[src/hw/rtl/stb_pkg.sv]
`timescale 1ns / 1ps

package stb_pkg;

  localparam int NUM_SLOTS = 8;
  localparam int IDX_W     = (NUM_SLOTS > 1) ? $clog2(NUM_SLOTS) : 1;

  localparam int CMD_W     = 2;
  localparam int SLOT_W    = 3;
  localparam int TIME_W    = 32;
  localparam int MASK_W    = 8;

  localparam int IN_BITS   = CMD_W + SLOT_W + 2 * TIME_W;
  localparam int IN_W      = ((IN_BITS + 7) / 8) * 8;
  localparam int OUT_W     = MASK_W;

  // slot memory word: reference in the upper half, period in the lower half
  localparam int WORD_W    = 2 * TIME_W;

  typedef enum logic [CMD_W-1:0] {
    CMD_TICK     = 2'd0,
    CMD_PERIODIC = 2'd1,
    CMD_ONE_SHOT = 2'd2
  } cmd_e;

  typedef enum logic [2:0] {
    ST_IDLE,
    ST_WRITE,
    ST_READ,
    ST_SUB,
    ST_UPDATE,
    ST_FINISH
  } state_e;

endpackage

[src/hw/rtl/stb_ram.sv]
`timescale 1ns / 1ps

module stb_ram #(
  parameter int WIDTH = 64,
  parameter int DEPTH = 8,
  parameter int ADDR_W = (DEPTH > 1) ? $clog2(DEPTH) : 1
) (
  input  logic              clk_i,
  input  logic              we_i,
  input  logic [ADDR_W-1:0] waddr_i,
  input  logic [WIDTH-1:0]  wdata_i,
  input  logic              re_i,
  input  logic [ADDR_W-1:0] raddr_i,
  output logic [WIDTH-1:0]  rdata_o
);

  logic [WIDTH-1:0] mem_q [DEPTH];
  logic [WIDTH-1:0] rdata_q;

  always_ff @(posedge clk_i) begin
    if (we_i) begin
      mem_q[waddr_i] <= wdata_i;
    end
    if (re_i) begin
      rdata_q <= mem_q[raddr_i];
    end
  end

  assign rdata_o = rdata_q;

endmodule

[src/hw/rtl/software_timer_bank.sv]
`timescale 1ns / 1ps
// one item at a time; a tick walks the slots through one shared 32-bit adder and
// comparator, each slot in turn taking a memory read, the elapsed time and an update
// reset: asynchronous, active low; every slot comes up disabled and in one-shot mode,
// slot storage is marked empty by per-slot valid flops so no clearing pass is needed
module software_timer_bank (
  input  logic                      clk_i,
  input  logic                      rst_ni,
  input  logic                      s_axis_tvalid,
  output logic                      s_axis_tready,
  // command[1:0], slot[4:2], period_ms[36:5], now_ms[68:37], zero pad
  input  logic [stb_pkg::IN_W-1:0]  s_axis_tdata,
  output logic                      m_axis_tvalid,
  input  logic                      m_axis_tready,
  // fired_mask[7:0]
  output logic [stb_pkg::OUT_W-1:0] m_axis_tdata
);
  import stb_pkg::*;

  state_e state_q, state_d;

  cmd_e              cmd_q;
  logic [SLOT_W-1:0] slot_q;
  logic [TIME_W-1:0] period_q;
  logic [TIME_W-1:0] now_q;

  logic [IDX_W-1:0]  idx_q, idx_d;
  logic [MASK_W-1:0] mask_q, mask_d;
  logic [TIME_W-1:0] elapsed_q, elapsed_d;

  logic [NUM_SLOTS-1:0] valid_q, valid_d;
  logic [NUM_SLOTS-1:0] one_shot_q, one_shot_d;

  logic              out_valid_q, out_valid_d;
  logic [OUT_W-1:0]  out_data_q, out_data_d;

  logic              s_accept;
  logic              slot_in_range;
  logic [IDX_W-1:0]  slot_idx;
  logic              last_idx;
  logic              hit;

  logic              ram_we, ram_re;
  logic [IDX_W-1:0]  ram_waddr;
  logic [WORD_W-1:0] ram_wdata, ram_rdata;
  logic [TIME_W-1:0] rd_period, rd_reference;

  // shared adder
  logic [TIME_W-1:0] add_a, add_b, add_sum;
  logic              add_cin;

  assign s_accept      = s_axis_tvalid && s_axis_tready;
  assign slot_in_range = 32'(slot_q) < NUM_SLOTS;
  assign slot_idx      = IDX_W'(32'(slot_q));
  assign last_idx      = idx_q == IDX_W'(NUM_SLOTS - 1);
  assign rd_period     = ram_rdata[TIME_W-1:0];
  assign rd_reference  = ram_rdata[WORD_W-1:TIME_W];

  assign add_sum = add_a + add_b + TIME_W'(add_cin);

  // an entry never written reads as disabled
  assign hit = (state_q == ST_UPDATE) && valid_q[idx_q] && (rd_period != '0)
               && (elapsed_q > rd_period);

  always_comb begin
    add_a   = rd_reference;
    add_b   = rd_period;
    add_cin = 1'b0;
    if (state_q == ST_SUB) begin
      add_a   = now_q;
      add_b   = ~rd_reference;
      add_cin = 1'b1;
    end
  end

  always_comb begin
    state_d = state_q;
    case (state_q)
      ST_IDLE: begin
        if (s_accept) begin
          case (cmd_e'(s_axis_tdata[CMD_W-1:0]))
            CMD_TICK:     state_d = ST_READ;
            CMD_PERIODIC: state_d = ST_WRITE;
            CMD_ONE_SHOT: state_d = ST_WRITE;
            default:      state_d = ST_FINISH;
          endcase
        end
      end
      ST_WRITE:  state_d = ST_FINISH;
      ST_READ:   state_d = ST_SUB;
      ST_SUB:    state_d = ST_UPDATE;
      ST_UPDATE: state_d = last_idx ? ST_FINISH : ST_READ;
      ST_FINISH: begin
        if (!out_valid_q || m_axis_tready) begin
          state_d = ST_IDLE;
        end
      end
      default:   state_d = ST_IDLE;
    endcase
  end

  always_comb begin
    idx_d       = idx_q;
    mask_d      = mask_q;
    elapsed_d   = elapsed_q;
    valid_d     = valid_q;
    one_shot_d  = one_shot_q;
    out_valid_d = out_valid_q;
    out_data_d  = out_data_q;
    ram_we      = 1'b0;
    ram_re      = 1'b0;
    ram_waddr   = idx_q;
    ram_wdata   = {add_sum, rd_period};

    if (m_axis_tvalid && m_axis_tready) begin
      out_valid_d = 1'b0;
    end

    case (state_q)
      ST_IDLE: begin
        idx_d  = '0;
        mask_d = '0;
      end
      ST_WRITE: begin
        if (slot_in_range) begin
          ram_we               = 1'b1;
          ram_waddr            = slot_idx;
          ram_wdata            = {now_q, period_q};
          valid_d[slot_idx]    = 1'b1;
          one_shot_d[slot_idx] = cmd_q == CMD_ONE_SHOT;
        end
      end
      ST_READ: begin
        ram_re = 1'b1;
      end
      ST_SUB: begin
        elapsed_d = add_sum;
      end
      ST_UPDATE: begin
        if (hit) begin
          ram_we = 1'b1;
          // a one-shot slot disarms itself
          ram_wdata = {add_sum, one_shot_q[idx_q] ? {TIME_W{1'b0}} : rd_period};
          for (int j = 0; j < MASK_W; j++) begin
            if (32'(idx_q) == j) begin
              mask_d[j] = 1'b1;
            end
          end
        end
        if (!last_idx) begin
          idx_d = idx_q + 1'b1;
        end
      end
      ST_FINISH: begin
        if (!out_valid_q || m_axis_tready) begin
          out_valid_d = 1'b1;
          out_data_d  = mask_q;
        end
      end
      default: ;
    endcase
  end

  always_ff @(posedge clk_i or negedge rst_ni) begin
    if (!rst_ni) begin
      state_q     <= ST_IDLE;
      idx_q       <= '0;
      mask_q      <= '0;
      valid_q     <= '0;
      one_shot_q  <= '1;
      out_valid_q <= 1'b0;
    end else begin
      state_q     <= state_d;
      idx_q       <= idx_d;
      mask_q      <= mask_d;
      valid_q     <= valid_d;
      one_shot_q  <= one_shot_d;
      out_valid_q <= out_valid_d;
    end
  end

  always_ff @(posedge clk_i) begin
    if (s_accept) begin
      cmd_q    <= cmd_e'(s_axis_tdata[CMD_W-1:0]);
      slot_q   <= s_axis_tdata[CMD_W+SLOT_W-1:CMD_W];
      period_q <= s_axis_tdata[CMD_W+SLOT_W+TIME_W-1:CMD_W+SLOT_W];
      now_q    <= s_axis_tdata[CMD_W+SLOT_W+2*TIME_W-1:CMD_W+SLOT_W+TIME_W];
    end
    elapsed_q  <= elapsed_d;
    out_data_q <= out_data_d;
  end

  stb_ram #(
    .WIDTH(WORD_W),
    .DEPTH(NUM_SLOTS)
  ) u_slot_ram (
    .clk_i  (clk_i),
    .we_i   (ram_we),
    .waddr_i(ram_waddr),
    .wdata_i(ram_wdata),
    .re_i   (ram_re),
    .raddr_i(idx_q),
    .rdata_o(ram_rdata)
  );

  assign s_axis_tready = state_q == ST_IDLE;
  assign m_axis_tvalid = out_valid_q;
  assign m_axis_tdata  = out_data_q;

  a_start_mask_zero: assert property (@(posedge clk_i) disable iff (!rst_ni)
    (state_q == ST_FINISH && cmd_q != CMD_TICK) |-> mask_q == '0)
    else $error("start command produced a nonzero mask");

  a_sub_then_update: assert property (@(posedge clk_i) disable iff (!rst_ni)
    state_q == ST_SUB |=> state_q == ST_UPDATE)
    else $error("elapsed time not followed by slot update");

  a_one_shot_disarm: assert property (@(posedge clk_i) disable iff (!rst_ni)
    (hit && one_shot_q[idx_q]) |-> (ram_we && ram_wdata[TIME_W-1:0] == '0))
    else $error("fired one-shot slot left armed");

  a_tick_starts_clean: assert property (@(posedge clk_i) disable iff (!rst_ni)
    (s_accept && s_axis_tdata[CMD_W-1:0] == CMD_TICK) |=> (idx_q == '0 && mask_q == '0))
    else $error("tick walk did not start at slot zero with empty mask");

  a_result_once: assert property (@(posedge clk_i) disable iff (!rst_ni)
    (state_q == ST_FINISH && state_d == ST_IDLE) |=> m_axis_tvalid)
    else $error("finished item did not reach the output register");

endmodule

[config.mk]
export PLATFORM = sky130hd
export DESIGN_NAME = software_timer_bank
export DESIGN_NICKNAME = d
export VERILOG_FILES = /design/src/hw/rtl/stb_pkg.sv /design/src/hw/rtl/stb_ram.sv /design/src/hw/rtl/software_timer_bank.sv
export SDC_FILE = /design/constraint.sdc
export NUM_CORES = 1
export LEC_CHECK = 0
export BUFFER_PORTS_ARGS = -buffer_cell sky130_fd_sc_hd__clkbuf_2
export CAP_MARGIN = 10
export CORE_MARGIN = 3
export CORE_UTILIZATION = 65
export CTS_BUF_LIST = sky130_fd_sc_hd__clkbuf_4
export DETAILED_ROUTE_END_ITERATION = 10
export PLACE_DENSITY = 0.83
export REMOVE_ABC_BUFFERS = 1
export SLEW_MARGIN = 30
export SYNTH_ARGS = -nofsm -noshare
export SYNTH_HDL_FRONTEND = slang
export SYNTH_HIERARCHICAL = 1
export SYNTH_SLANG_ARGS = --single-unit
[constraint.sdc]
create_clock -name clk_i -period 19.65 [get_ports clk_i]
set_input_delay 0.9825 -clock clk_i [delete_from_list [all_inputs] [get_ports clk_i]]
set_output_delay 0.9825 -clock clk_i [all_outputs]
set_load 0.02 [all_outputs]
# Word level (Yosys, flattened, before mapping)
# Memories as Yosys holds them, arrays and structs flattened. A register that Yosys moved wholly into a read port is not among the register bits.
# Index checks and enable logic that the tools add are counted.
[word_totals] ff_bits=140 mem_bits_rw=512 output_inout_bits=10 word_cells=120 mem_count=1
[memory_table] name="u_slot_ram.mem_q" words=8 width=64 rd=1 rd_ports_with_merged_regs=1 wr=1 line="stb_ram.sv:17" text="logic [WIDTH-1:0] mem_q [DEPTH];"
[classes] add_sub_neg=3 n_lt_le_gt_ge=4 eq_ne=27 n_mux=39 bitwise=2 reduce_logical=25
[op_table] operator="$mux W32" count=4
[op_table] operator="$pmux W64 S2" count=1
[op_table] operator="$add A32 B1 Y32" count=1
[op_table] operator="$add A32 B32 Y32" count=1
[op_table] operator="$gt A32 B32 Y1" count=1
[op_table] operator="$not A32 Y32" count=1
[op_table] operator="$reduce_bool A32 Y1" count=1
[op_table] operator="$reduce_and A3 Y1" count=8
[op_table] operator="$mux W1" count=19
[op_table] operator="$eq A3 B3 Y1 const B" count=6
[op_table] operator="$pmux W3 S6" count=1
[op_table] operator="$ne A2 B1 Y1 const B" count=8
[op_table] operator="$pmux W8 S2" count=1
[op_table] operator="$mux W3" count=5
[op_table] operator="$eq A3 B2 Y1 const B" count=4
[op_table] operator="$pmux W3 S2" count=2
[op_table] operator="$bwmux W8" count=1
[op_table] operator="$lt A3 B4 Y1 const B" count=2
[op_table] operator="$mux W8" count=1
[op_table] operator="$ne A2 B2 Y1 const B" count=4
[op_table] operator="$or A8 B8 Y8" count=1
[op_table] operator="$bmux W1 S3" count=2
[op_table] operator="$eq A3 B1 Y1 const B" count=2
[op_table] operator="$logic_and A1 B1 Y1" count=6
[op_table] operator="other kinds (13)" count=17

# Longest topological paths before layout
[depth] word_depth=9 ltp_mapped=20 depth_no_buf=18

# Cells and area by module
# The synthesis kept the hierarchy.
[by_module_without_submodules] mod="stb_ram" n_inst=1 cells_per_inst=816 area_per_inst_um2=21187.8
[by_module_without_submodules] mod="software_timer_bank" n_inst=1 cells_per_inst=833 area_per_inst_um2=8757.1

# Worst setup path before layout
# Ideal clock, no wire load.
[synth_path] path_kind="register to register" startpoint="register u_slot_ram.rdata_q[31] (netlist: u_slot_ram/rdata_o[31]), read port of u_slot_ram.mem_q" endpoint="memory u_slot_ram.mem_q[0][0], enable pin" setup_time_ns=0.565 t_arrival_ns=6.192 required_time_ns=19.085 setup_slack_ns=12.894 stages_incl_launch_ff=10 period_less_slack_ns=6.756 path_cell_list="edfxtp_1 inv_1 ha_1 nand4_1 nor4_1 o21ai_0 a21oi_2 or2_2 nand2b_1 nor3_1"
[synth_between] elab_chain_len=7
[synth_lines] element="from (decl)" line="stb_ram.sv:18" text="logic [WIDTH-1:0] rdata_q;"
[synth_lines] element="parallel branches: the longest is 2 deep, another holds $gt A32 B32 Y1"
[synth_lines] element="$logic_and A1 B1 Y1 (*)" line="software_timer_bank.sv:63" text="&& (elapsed_q > rd_period);"
[synth_lines] element="$mux W1 (*)" line="software_timer_bank.sv:140" text="if (hit) begin"
[synth_lines] element="$pmux W1 S2 (*)" line="software_timer_bank.sv:119" text="case (state_q)"
[synth_lines] element="named net ram_we" line="software_timer_bank.sv:43" text="logic ram_we, ram_re;"
[synth_lines] element="$mux W1 (*)" line="stb_ram.sv:21" text="if (we_i) begin"
[synth_lines] element="$mux W1 (implied by the code) (*)" line="stb_ram.sv:22" text="mem_q[waddr_i] <= wdata_i;"
[synth_lines] element="to (decl)" line="stb_ram.sv:17"
# Mark *: on every way through the listed nets, which the timed path passes.

# Final worst setup path
[layout_path] startpoint="register state_q[2]" endpoint="memory u_slot_ram.mem_q[6][62], data pin"
[layout_between] elab_chain_len=5
[layout_lines] element="from (decl)" line="software_timer_bank.sv:20" text="state_e state_q, state_d;"
[layout_lines] element="from (signal assigned)" line="software_timer_bank.sv:173" text="state_q <= state_d;"
[layout_lines] element="$eq A3 B2 Y1" line="software_timer_bank.sv:69" text="if (state_q == ST_SUB) begin"
[layout_lines] element="$mux W32" line="software_timer_bank.sv:69"
[layout_lines] element="$add A32 B32 Y32" line="software_timer_bank.sv:59" text="assign add_sum = add_a + add_b + TIME_W'(add_cin);"
[layout_lines] element="$add A32 B1 Y32" line="software_timer_bank.sv:59"
[layout_lines] element="$pmux W64 S2 (*)" line="software_timer_bank.sv:119"
[layout_lines] element="named net ram_wdata[62]" line="software_timer_bank.sv:45" text="logic [WORD_W-1:0] ram_wdata, ram_rdata;"
# Mark *: on every way through the listed nets, which the timed path passes. The rest lies on a longest branch.

==> results.toml <==
[clocking]
post_cts_resized = 0
cts_tree = "done"
insertion_delay_ns = 1.03
path_clk_slew_ns = 0.07
cts_sinks = 716
cts_buffers = 173
clockBufferDepth = 3
htree_levels = 4
cts-root-buf = "clkbuf_4"

[global_routing]
grt_max_degree = 103
grt_use_total_pct = 27.0
grt_pass1_wl_um = 96900
first_global_vias = 17060
antenna_found_initial = 1
overflow = 0

[timing]
slew_headroom_pct = 35.2
hold_viol = 0
min_period_ns = 5.96
tightest_slew_ns = 0.972
drv_slew = 0
setup_viol = 0
hold-worst-slack_ns = 0.125
skew_ns = 0.0740
fmaxAchievable_mhz = 168
rsz0062_at_grt = "false"
fin_crit_sh_pct = 30.3
setup_tns_ns = 0

[routing]
first_pass_iters = 6
vias_per_cell = 6.27
drtIter0Drc = 1768
via_count = 16274
postRouteAntennaNets = 0
drc = 0
wl_um = 62200
post_drt_wl_per_cell_um = 24.0

[logic_synthesis]
yosys_register_bits = 716
synth.avg_cell_area_um2 = 18.2
syn-instance-count = 1649
synth.top_cells.by_area = "edfxtp_1, mux4_2, mux2_2"
async_flop_share_pct = 4.33
synth_compound_area_share_pct = 4.84
synth_area_um2 = 29900
ys_seq_area_share_pct = 71.3
yosysTopAreaCell = "edfxtp_1"
synth_cell_type_count = 66
yosys.area.top_type_share_pct = 68.7
yosys_warnings = 6
synth_edf_count = 685
synthMuxAreaShare_pct = 14.2
ys.flop_type = "edfxtp_1"
synth-simple-area-share_pct = 4.02
synthXorXnorAreaFrac_pct = 0.877
synth_fa_ha_area_share_pct = 2.95
synth_top_family_by_area = "multiplexers"

[hold_path]
worst_hold_path_type = "in -> reg"
hp-start = "s_axis_tdata[42]"
hold-path-endpoint = "now_q[5]$_DFFE_PP_"
min_path_cells = 1

[setup_path]
crit_arrival_ns = 6.66
endpoint_kind = "register"
crit_required_ns = 20.35
r2r_slack_ns = 13.69
timing.rr.end = "u_slot_ram/mem_q[6][62]$_DFFE_PP_"
cp_max_fo = 94
path_class = "reg -> reg"
worstReg2RegStart = "state_q[2]$_DFFE_PN0P_"
r2r_cells = 18
worstSetupStartpointType = "register"

[cells_and_area]
drive_above_1_share_pct = 33.7
final_area_um2 = 33400
synthToLayoutAreaGrowth_pct = 11.6
nets = 2008

[power_and_ir_drop]
irDropWorstVdd_uv = 128
internal_power_mw = 3.80
p_seq_share_pct = 45.2
power.total_mw = 5.63
pwr-share-clk_pct = 22.5
p_leak_nw = 11.8
p_sw_share_pct = 32.5
power_density_nw_per_um2 = 168
combPwrFrac_pct = 32.3
p_sw_mw = 1.83

[floorplanning]
core_area_um2 = 45500
num_rows = 78
start_util_pct = 65.8
die_area_um2 = 48700
die_h_um = 221
die_x_um = 221
io_pins = 86

[placement]
port_buffers = 82
detailed_place.area_um2 = 31100
globalplace.congestion = 0.927
dp_hpwl_um = 35500

[status]
status = "completed"

[run]
drv_cap = 0
sequential cells by signal, summed over array words and instances (netlist names), 32 cells and up:
name,count
u_slot_ram/rdata_o,64
now_q,32
u_slot_ram/mem_q,512
elapsed_q,32
period_q,32
layout by cell type, fill, tap and decap left out, types with 5 or more instances in the layout:
| cell | instances |
|---|---|
| edfxtp_1 | 685 |
| clkbuf_4 | 263 |
| mux4_2 | 132 |
| nand2_1 | 120 |
| mux2_2 | 113 |
| clkbuf_2 | 82 |
| ha_1 | 69 |
| o21ai_0 | 52 |
| inv_1 | 50 |
| nor2_1 | 43 |
| a21oi_1 | 41 |
| a22o_1 | 34 |
| a21o_1 | 32 |
| clkinv_1 | 28 |
| xnor2_1 | 22 |
| dfrtp_1 | 20 |
| buf_4 | 20 |
| nand2b_1 | 16 |
| nor2b_1 | 10 |
| nand4_1 | 10 |
| nor3_1 | 9 |
| nand3_1 | 9 |
| nor4_1 | 9 |
| xor2_1 | 8 |
| dfstp_2 | 8 |
| nor2_4 | 7 |
| bufinv_16 | 7 |
| diode_2 | 6 |
| o21a_1 | 5 |
| a31oi_1 | 5 |
synthesized netlist by cell type, drive strengths merged (10+ instances only):
master,count
nor3,11
ha,69
inv,50
dfrtp,23
clkbuf,32
mux2,113
nand2,121
a21o,32
nor2b,10
o21ai,58
a22o,34
mux4,132
a21oi,45
buf,37
nor2,50
nand2b,17
xnor2,22
edfxtp,685
nand4,10
final cells by class:
type,count,area (um2)
sequential,716,21400
fill,2666,12100
multi-input combinational,814,8130
antenna,6,15.0
timing repair buffer,107,642
clock buffer,263,1970
tap,600,751
inverter,50,188
clock inverter,41,355
kinds of logic after synthesis:
family,Yosys count
flip-flops,716
AND/OR/NAND/NOR,260
multiplexers,245
AO/OA/AOI/OAI,209
buffers and inverters,119
adder cells (fa/ha/maj),70
XOR/XNOR,30
worst max path at each step:
stage	from	end	slack, ns	depth (start not counted)
2_1_floorplan	idx_q[0]$_DFFE_PN0P_	u_slot_ram/mem_q[4][0]$_DFFE_PP_	8.02	7
3_3_place_gp	state_q[2]$_DFFE_PN0P_	u_slot_ram/mem_q[2][62]$_DFFE_PP_	14.01	18
3_5_place_dp	state_q[2]$_DFFE_PN0P_	u_slot_ram/mem_q[2][62]$_DFFE_PP_	13.74	18
4_1_cts	state_q[2]$_DFFE_PN0P_	u_slot_ram/mem_q[5][62]$_DFFE_PP_	13.71	18
5_1_grt	state_q[2]$_DFFE_PN0P_	u_slot_ram/mem_q[6][62]$_DFFE_PP_	13.27	18
6_report	state_q[2]$_DFFE_PN0P_	u_slot_ram/mem_q[6][62]$_DFFE_PP_	13.69	18
power by group through the flow:
stage / Combinational, mW / Sequential (mW) / Clock [mW]
detailed placement: 1.80 / 2.57 / 0
global route: 1.99 / 2.57 / 1.38
CTS: 1.81 / 2.54 / 1.30
finish: 1.82 / 2.54 / 1.27
floorplan: 1.32 / 2.57 / 0
global placement: 1.70 / 2.56 / 0
per-layer routing:
| metal | up-vias | GRT usage (%) | wire length, um |
|---|---|---|---|
| li1 | 7130 | - | - |
| met1 | 8160 | 37.4 | 24600 |
| met2 | 845 | 42.3 | 30400 |
| met3 | 139 | 6.15 | 5510 |
| met4 | 0 | 11.6 | 1710 |
| met5 | - | 0 | 0 |
critical path, cell delays in order (launching register included):
cell	delay (ns)
dfrtp_1	0.66
nor2b_1	0.21
nand2_4	0.11
buf_4	0.67
o21ai_0	0.22
ha_1	0.38
nand4b_1	0.14
nor2b_1	0.19
fa_1	0.40
nor2b_1	0.22
o21bai_1	0.13
a21oi_1	0.24
o31ai_2	0.11
a21boi_1	0.25
a31oi_2	0.20
o21ai_1	0.49
o21ai_2	0.19
o211a_1	0.25
nor3_1	0.58
timing repair:
item | 4_1_cts | 5_1_grt
setup buffers | 0 | 0
hold buffers | 1 | 0
hold endpoints to repair | 23 | 0
through the flow:
step	setup slack, ns	util, %	std cells
after global placement	14.01	68.2	2284
after CTS	13.71	73.4	2591
after detailed placement	13.74	68.3	2286
final	13.69	73.5	2597
after floorplan	8.02	-	1580
after global routing	13.27	73.5	2592
(Power assumes the default switching activity.)
